`src/hw/rtl/assert_macros.svh`:
```
// ----------------------------------------------------------------------------
// Assertion macros
// Shared concurrent assertion macros for the blend core RTL.
// ----------------------------------------------------------------------------
`ifndef ASSERT_MACROS_SVH
`define ASSERT_MACROS_SVH

`ifndef ASSERT_OFF
`define AWPB_ASSERT(lbl, clk, rst_n, prop) \
  lbl: assert property (@(posedge clk) disable iff (!rst_n) prop) \
    else $error("assertion failed");
`define AWPB_ASSERT_NEVER(lbl, clk, rst_n, expr) \
  lbl: assert property (@(posedge clk) disable iff (!rst_n) !(expr)) \
    else $error("forbidden condition seen");
`else
`define AWPB_ASSERT(lbl, clk, rst_n, prop)
`define AWPB_ASSERT_NEVER(lbl, clk, rst_n, expr)
`endif

`endif

```
`src/hw/rtl/awpb_pkg.sv`:
```
// ----------------------------------------------------------------------------
// Blend core package
// Widths, constants and the pipeline payload type shared by the blend core.
// ----------------------------------------------------------------------------
package awpb_pkg;

  localparam int unsigned CH_N    = 3;
  localparam int unsigned PIX_W   = 8;
  localparam int unsigned FACT_W  = 9;
  localparam int unsigned WGT_W   = 16;
  localparam int unsigned NUM_W   = 24;
  localparam int unsigned STAGE_N = 6;

  localparam logic [FACT_W-1:0] BLEND_ONE   = 9'd256;
  localparam logic [FACT_W-1:0] BLEND_RESET = 9'd51;

  typedef logic [CH_N-1:0][PIX_W-1:0] awpb_pix_t;

  typedef struct packed {
    logic [WGT_W-1:0]                den;
    logic [CH_N-1:0][WGT_W-1:0]      rem;
    logic [CH_N-1:0][PIX_W-1:0]      lq;
  } awpb_div_t;

endpackage

```
`src/hw/rtl/alpha_weighted_pixel_blend_core.sv`:
```
// Throughput: one pixel per clock unless stalled; six register stages (two
// for weights and products, four for the divider at two quotient bits each),
// each of which advances when it is empty or when the stage after it advances.
// Reset: rst_n is synchronous and active low; it empties the pipeline and
// loads the blend factor with 51.
// ----------------------------------------------------------------------------
// Alpha weighted pixel blend core
// Blends two BGRA pixels into one BGR pixel with alpha and blend factor weights.
// ----------------------------------------------------------------------------
`include "assert_macros.svh"

module alpha_weighted_pixel_blend_core (
  input  logic                              clk,
  input  logic                              rst_n,
  input  logic                              cfg_wr_en,
  input  logic [awpb_pkg::FACT_W-1:0]       cfg_wr_data,
  input  logic                              in_valid,
  output logic                              in_stall,
  input  logic [awpb_pkg::PIX_W-1:0]        in_first_blue,
  input  logic [awpb_pkg::PIX_W-1:0]        in_first_green,
  input  logic [awpb_pkg::PIX_W-1:0]        in_first_red,
  input  logic [awpb_pkg::PIX_W-1:0]        in_first_opacity,
  input  logic [awpb_pkg::PIX_W-1:0]        in_second_blue,
  input  logic [awpb_pkg::PIX_W-1:0]        in_second_green,
  input  logic [awpb_pkg::PIX_W-1:0]        in_second_red,
  input  logic [awpb_pkg::PIX_W-1:0]        in_second_opacity,
  output logic                              out_valid,
  input  logic                              out_stall,
  output logic [awpb_pkg::PIX_W-1:0]        out_blue,
  output logic [awpb_pkg::PIX_W-1:0]        out_green,
  output logic [awpb_pkg::PIX_W-1:0]        out_red
);

  logic [awpb_pkg::FACT_W-1:0]    blend_factor_r;
  logic [awpb_pkg::STAGE_N-1:0]   v;
  logic [awpb_pkg::STAGE_N-1:0]   en;
  awpb_pkg::awpb_div_t            div_q [0:4];
  awpb_pkg::awpb_pix_t            c1;
  awpb_pkg::awpb_pix_t            c2;
  logic                           zero_w;

  always_ff @(posedge clk) begin
    if (!rst_n) begin
      blend_factor_r <= awpb_pkg::BLEND_RESET;
    end else if (cfg_wr_en) begin
      blend_factor_r <= cfg_wr_data;
    end
  end

  always_comb begin
    en[awpb_pkg::STAGE_N-1] = !v[awpb_pkg::STAGE_N-1] || !out_stall;
    for (int i = awpb_pkg::STAGE_N-2; i >= 0; i--) begin
      en[i] = !v[i] || en[i+1];
    end
  end

  assign in_stall = !en[0];
  assign c1 = {in_first_red, in_first_green, in_first_blue};
  assign c2 = {in_second_red, in_second_green, in_second_blue};

  awpb_mac u_mac (
    .clk      (clk),
    .rst_n    (rst_n),
    .en       (en[1:0]),
    .in_valid (in_valid),
    .factor   (blend_factor_r),
    .c1       (c1),
    .c2       (c2),
    .a1       (in_first_opacity),
    .a2       (in_second_opacity),
    .valid    (v[1:0]),
    .out_data (div_q[0])
  );

  for (genvar g = 0; g < 4; g++) begin : g_div
    awpb_div_stage u_div (
      .clk       (clk),
      .rst_n     (rst_n),
      .en        (en[g+2]),
      .in_valid  (v[g+1]),
      .in_data   (div_q[g]),
      .out_valid (v[g+2]),
      .out_data  (div_q[g+1])
    );
  end

  assign zero_w    = (div_q[4].den == '0);
  assign out_valid = v[awpb_pkg::STAGE_N-1];
  assign out_blue  = zero_w ? '0 : div_q[4].lq[0];
  assign out_green = zero_w ? '0 : div_q[4].lq[1];
  assign out_red   = zero_w ? '0 : div_q[4].lq[2];

  `AWPB_ASSERT(a_stall_means_full, clk, rst_n, in_stall |-> (v == '1))
  `AWPB_ASSERT(a_last_stage_holds, clk, rst_n, (out_valid && out_stall) |=> (out_valid && $stable(div_q[4])))
  `AWPB_ASSERT(a_no_bubble_stall, clk, rst_n, (!v[0] && in_valid) |-> !in_stall)

endmodule

```
`src/hw/rtl/awpb_mac.sv`:
```
// ----------------------------------------------------------------------------
// Blend weight and product stages
// Two register stages: alpha weights, then weighted channel sums and total.
// ----------------------------------------------------------------------------
`include "assert_macros.svh"

module awpb_mac (
  input  logic                                clk,
  input  logic                                rst_n,
  input  logic [1:0]                          en,
  input  logic                                in_valid,
  input  logic [awpb_pkg::FACT_W-1:0]         factor,
  input  awpb_pkg::awpb_pix_t                 c1,
  input  awpb_pkg::awpb_pix_t                 c2,
  input  logic [awpb_pkg::PIX_W-1:0]          a1,
  input  logic [awpb_pkg::PIX_W-1:0]          a2,
  output logic [1:0]                          valid,
  output awpb_pkg::awpb_div_t                 out_data
);

  logic                               v1_r;
  logic                               v2_r;
  logic [awpb_pkg::WGT_W-1:0]         w1_r;
  logic [awpb_pkg::WGT_W-1:0]         w2_r;
  awpb_pkg::awpb_pix_t                c1_r;
  awpb_pkg::awpb_pix_t                c2_r;
  awpb_pkg::awpb_div_t                div_r;

  logic [awpb_pkg::FACT_W-1:0]        k;
  logic [awpb_pkg::FACT_W-1:0]        k_inv;
  logic [awpb_pkg::WGT_W:0]           p1;
  logic [awpb_pkg::WGT_W:0]           p2;
  logic [awpb_pkg::WGT_W:0]           tot;
  awpb_pkg::awpb_div_t                div_nxt;
  logic [awpb_pkg::NUM_W-1:0]         m1;
  logic [awpb_pkg::NUM_W-1:0]         m2;
  logic [awpb_pkg::NUM_W-1:0]         num;

  always_comb begin
    k     = (factor > awpb_pkg::BLEND_ONE) ? awpb_pkg::BLEND_ONE : factor;
    k_inv = awpb_pkg::BLEND_ONE - k;
    p1    = 17'(a1) * 17'(k);
    p2    = 17'(a2) * 17'(k_inv);
  end

  always_comb begin
    m1  = '0;
    m2  = '0;
    num = '0;
    tot = 17'(w1_r) + 17'(w2_r);
    div_nxt.den = tot[awpb_pkg::WGT_W-1:0];
    for (int i = 0; i < awpb_pkg::CH_N; i++) begin
      m1  = 24'(c1_r[i]) * 24'(w1_r);
      m2  = 24'(c2_r[i]) * 24'(w2_r);
      num = m1 + m2;
      div_nxt.rem[i] = num[awpb_pkg::NUM_W-1:awpb_pkg::PIX_W];
      div_nxt.lq[i]  = num[awpb_pkg::PIX_W-1:0];
    end
  end

  always_ff @(posedge clk) begin
    if (!rst_n) begin
      v1_r <= 1'b0;
      v2_r <= 1'b0;
    end else begin
      if (en[0]) begin
        v1_r <= in_valid;
      end
      if (en[1]) begin
        v2_r <= v1_r;
      end
    end
  end

  always_ff @(posedge clk) begin
    if (en[0] && in_valid) begin
      w1_r <= p1[awpb_pkg::WGT_W-1:0];
      w2_r <= p2[awpb_pkg::WGT_W-1:0];
      c1_r <= c1;
      c2_r <= c2;
    end
    if (en[1] && v1_r) begin
      div_r <= div_nxt;
    end
  end

  assign valid    = {v2_r, v1_r};
  assign out_data = div_r;

  `AWPB_ASSERT_NEVER(a_zero_weight_zero_sum, clk, rst_n, v2_r && (div_r.den == '0) && ((div_r.rem != '0) || (div_r.lq != '0)))

endmodule

```
`src/hw/rtl/awpb_div_stage.sv`:
```
// ----------------------------------------------------------------------------
// Divider stage
// One register stage of the restoring divider: two quotient bits per channel.
// ----------------------------------------------------------------------------
`include "assert_macros.svh"

module awpb_div_stage (
  input  logic                 clk,
  input  logic                 rst_n,
  input  logic                 en,
  input  logic                 in_valid,
  input  awpb_pkg::awpb_div_t  in_data,
  output logic                 out_valid,
  output awpb_pkg::awpb_div_t  out_data
);

  logic                 v_r;
  awpb_pkg::awpb_div_t  data_r;
  awpb_pkg::awpb_div_t  data_nxt;

  function automatic awpb_pkg::awpb_div_t div_step(input awpb_pkg::awpb_div_t d);
    awpb_pkg::awpb_div_t     r;
    logic [awpb_pkg::WGT_W:0] trial;
    logic [awpb_pkg::WGT_W:0] diff;
    logic                     ge;
    r = d;
    for (int i = 0; i < awpb_pkg::CH_N; i++) begin
      trial   = {d.rem[i], d.lq[i][awpb_pkg::PIX_W-1]};
      diff    = trial - 17'(d.den);
      ge      = (trial >= 17'(d.den));
      r.rem[i] = ge ? diff[awpb_pkg::WGT_W-1:0] : trial[awpb_pkg::WGT_W-1:0];
      r.lq[i]  = {d.lq[i][awpb_pkg::PIX_W-2:0], ge};
    end
    return r;
  endfunction

  assign data_nxt = div_step(div_step(in_data));

  always_ff @(posedge clk) begin
    if (!rst_n) begin
      v_r <= 1'b0;
    end else if (en) begin
      v_r <= in_valid;
    end
  end

  always_ff @(posedge clk) begin
    if (en && in_valid) begin
      data_r <= data_nxt;
    end
  end

  assign out_valid = v_r;
  assign out_data  = data_r;

  `AWPB_ASSERT(a_rem_below_den, clk, rst_n, v_r |-> ((data_r.den == '0) || ((data_r.rem[0] < data_r.den) && (data_r.rem[1] < data_r.den) && (data_r.rem[2] < data_r.den))))

endmodule
```
`config.mk`:
```
export PLATFORM = sky130hd
export DESIGN_NAME = alpha_weighted_pixel_blend_core
export DESIGN_NICKNAME = d
export VERILOG_FILES = /design/src/hw/rtl/awpb_pkg.sv /design/src/hw/rtl/alpha_weighted_pixel_blend_core.sv /design/src/hw/rtl/awpb_mac.sv /design/src/hw/rtl/awpb_div_stage.sv
export VERILOG_INCLUDE_DIRS = /design/src /design/src/hw/rtl
export SDC_FILE = /design/constraint.sdc
export NUM_CORES = 2
export LEC_CHECK = 0
export BUFFER_PORTS_ARGS = -buffer_cell sky130_fd_sc_hd__buf_2
export CORE_MARGIN = 2
export CORE_UTILIZATION = 58
export DETAILED_ROUTE_END_ITERATION = 8
export GPL_ROUTABILITY_DRIVEN = 0
export GPL_TIMING_DRIVEN = 0
export PLACE_DENSITY_LB_ADDON = 0.3
export SYNTH_ARGS = -nofsm -noshare
export SYNTH_HDL_FRONTEND = slang
export SYNTH_SLANG_ARGS = --single-unit
```
`constraint.sdc`:
```
create_clock -name clk -period 7.65 [get_ports clk]
set_clock_uncertainty 0.05 [all_clocks]
set_input_delay 0.3825 -clock clk [delete_from_list [all_inputs] [get_ports clk]]
set_output_delay 0.3825 -clock clk [all_outputs]
set_load 0.1 [all_outputs]
```
==> metrics.txt <==
Yosys top cell area share 22.93%; synthesis-stage register bit count 487; Main synth FF type edfxtp_1; CTS tree yes; Via Count 48190; Die Ht 335.0 µm; synth unique cells 91; Avg Vias per Cell 5.814; Max Fclk 0.1313 GHz; TritonCTS Buffers 57; YS warnings 0; Net Count, Synth 8054; fraction of layout cells with a size suffix above 1 7.609%; clk_lat worst skew 0.69 ns; Syn Area/Cell 9.680 µm²; Min Hold Slack 0.06593 ns; run status finished, final reports clean; maxcap violations 0; gr ovfl total 0; Core Region 108700 µm²; Final #Nets 8314; Tmin final 7.615 ns; CP Launch Type register; H-tree Lvls 2; Die Area 112200 µm²; CTS Root Cell clkbuf_16; clk sinks 487; vias in the first global route 48880; CP arrival 8.02 ns; mapped cell area 63550 µm²; worst slack, placed -0.2754 ns; final core occ 63.48%; Ports 104; Reg clk slew, reported paths 0.06 ns; crit end category register; initial DRC count 3719; largest net degree at the start of global routing 40; Fin. Hold Viols 0; max_slew headroom 33.98%; DRT antenna net count 0; Initial Util 58.46%; Cells after Synth 6565; Avg WL per Cell 20.09 µm; Tightest Pin Transition 0.9874 ns; fin. max-slew vios 0; final setup vio count 0; min setup slack post-route 0.03509 ns; detailed placement HPWL 133600 µm; crit path max fanout 10; DRC Markers 0; top cells by area, synth fa_1 23%, edfxtp_1 22%, ha_1 13%, inv_1 6.0%, and2_1 4.6%; Design Area, Final 69010 µm²; Area after DPL 66150 µm²; HP Class input port to register; Post-synth EDFFs 472; I/O Buffers 99; fin crit share 99.54%; Routed Wire Length 166500 µm; initial antenna violation count 5; Bufs on Longest Clock Path 3; Layout area overhead 8.588%; chip width 335.0 µm; sequential area share after synthesis 22.78%; RSZ-0062 raised after global routing yes; Row Count 121; TritonRoute pass-1 iters 6; Overall Global Routing Usage 30.05%; Crit Path Category register to register; Worst EP required 8.05 ns; dominant cell type by area after synthesis fa_1; first-pass GRT wire length 262300 µm; Post-synth ARST share 0%
## layout by cell type, fill, tap and decap left out, drive strengths merged, types with 91 or more instances in the layout
cell / count
edfxtp: 472
nand2: 705
mux2: 180
ha: 683
inv: 1023
and2: 468
xnor2: 273
nor2: 272
nor3: 98
a21oi: 302
o21ai: 213
buf: 162
clkbuf: 213
a21o: 119
fa: 728
nor2b: 91
## worst max-delay path, stage by stage, from the launching register on
cell and delay [ns]:
edfxtp_1 0.57, clkbuf_1 0.67, and2_1 0.26, fa_1 0.43, ha_1 0.31, ha_1 0.33, fa_1 0.60, inv_1 0.07
fa_1 0.48, inv_1 0.05, fa_1 0.43, ha_1 0.35, a211oi_1 0.26, o21bai_1 0.15, nor4_1 0.33, o21ai_0 0.29
a41o_1 0.39, o211a_1 0.27, o21a_1 0.19, o21a_1 0.20, o41a_1 0.35, xor2_2 0.33
## path summary, 6_finish.rpt
check / depth (start not counted) / end / start / slack [ns]
setup / recovery: 21 / u_mac.out_data[38] / u_mac.w1_r[2] / 0.04
setup reg to reg: 21 / u_mac.out_data[38] / u_mac.w1_r[2] / 0.04
hold reg to reg: 0 / g_div[0].u_div.out_data[10] / u_mac.out_data[8] / 0.36
hold / removal: 2 / u_mac.w1_r[0] / in_first_opacity[0] / 0.07
## through the flow
step,TNS (ns),cells
5_1_grt,-0.06586,8288
3_3_place_gp,-0.6917,8078
2_1_floorplan,0,6565
3_5_place_dp,-0.8465,8091
4_1_cts,0,8261
6_report,0,8288
## cells in the mapped netlist (119+ instances only)
library cell and instances:
edfxtp_1 472, o21ai_0 200, a21oi_1 296, ha_1 683
nand2_1 705, and2_1 468, a21o_1 119, xnor2_1 273
mux2_2 166, inv_1 1021, nor2_1 271, fa_1 728
clkbuf_1 151
## flip-flops by register name, summed over array words and instances (netlist names)
signal	count
blend_factor_r	9
g_div.u_div.out_data	304
g_div.u_div.out_valid	4
u_mac.c1_r	24
u_mac.c2_r	24
u_mac.out_data	88
u_mac.v1_r	1
u_mac.v2_r	1
u_mac.w1_r	16
u_mac.w2_r	16
## cell type report
class	instances	area (µm²)
antenna	1	2.502
clock buffer	64	1453
clock inverter	43	498.0
timing repair buffer	201	1597
buffer	173	784.5
multi-input combinational	4883	44590
tap	1414	1769
inverter	1022	3844
fill	8760	39690
sequential	487	14470
## logic make-up after synthesis
family,synth area share [%]
adder cells (fa/ha/maj),36.38
AO/OA/AOI/OAI,10.30
buffers and inverters,7.180
XOR/XNOR,4.948
AND/OR/NAND/NOR,14.65
flip-flops,22.78
multiplexers,3.770
## metal layers
layer	up-vias	GRT usage, %	share of wire, %
met1	23380	36.09	38
met4	0	20.25	8.0
li1	22340	-	-
met3	562	4.985	7.3
met2	1901	49.80	47
met5	-	0	0
## repair_timing
| item | 4_1_cts | 5_1_grt |
|---|---|---|
| gates cloned | 0 | 0 |
| gates resized for setup | 17 | 62 |
| setup buffers | 0 | 26 |
| setup endpoints to repair | 5 | 30 |
| endpoints found under the hold margin | 61 | 0 |
| hold buffers | 63 | 0 |
Power is not shown: default switching activity piles up to over one toggle a cycle in this logic, so the estimate is an artifact.
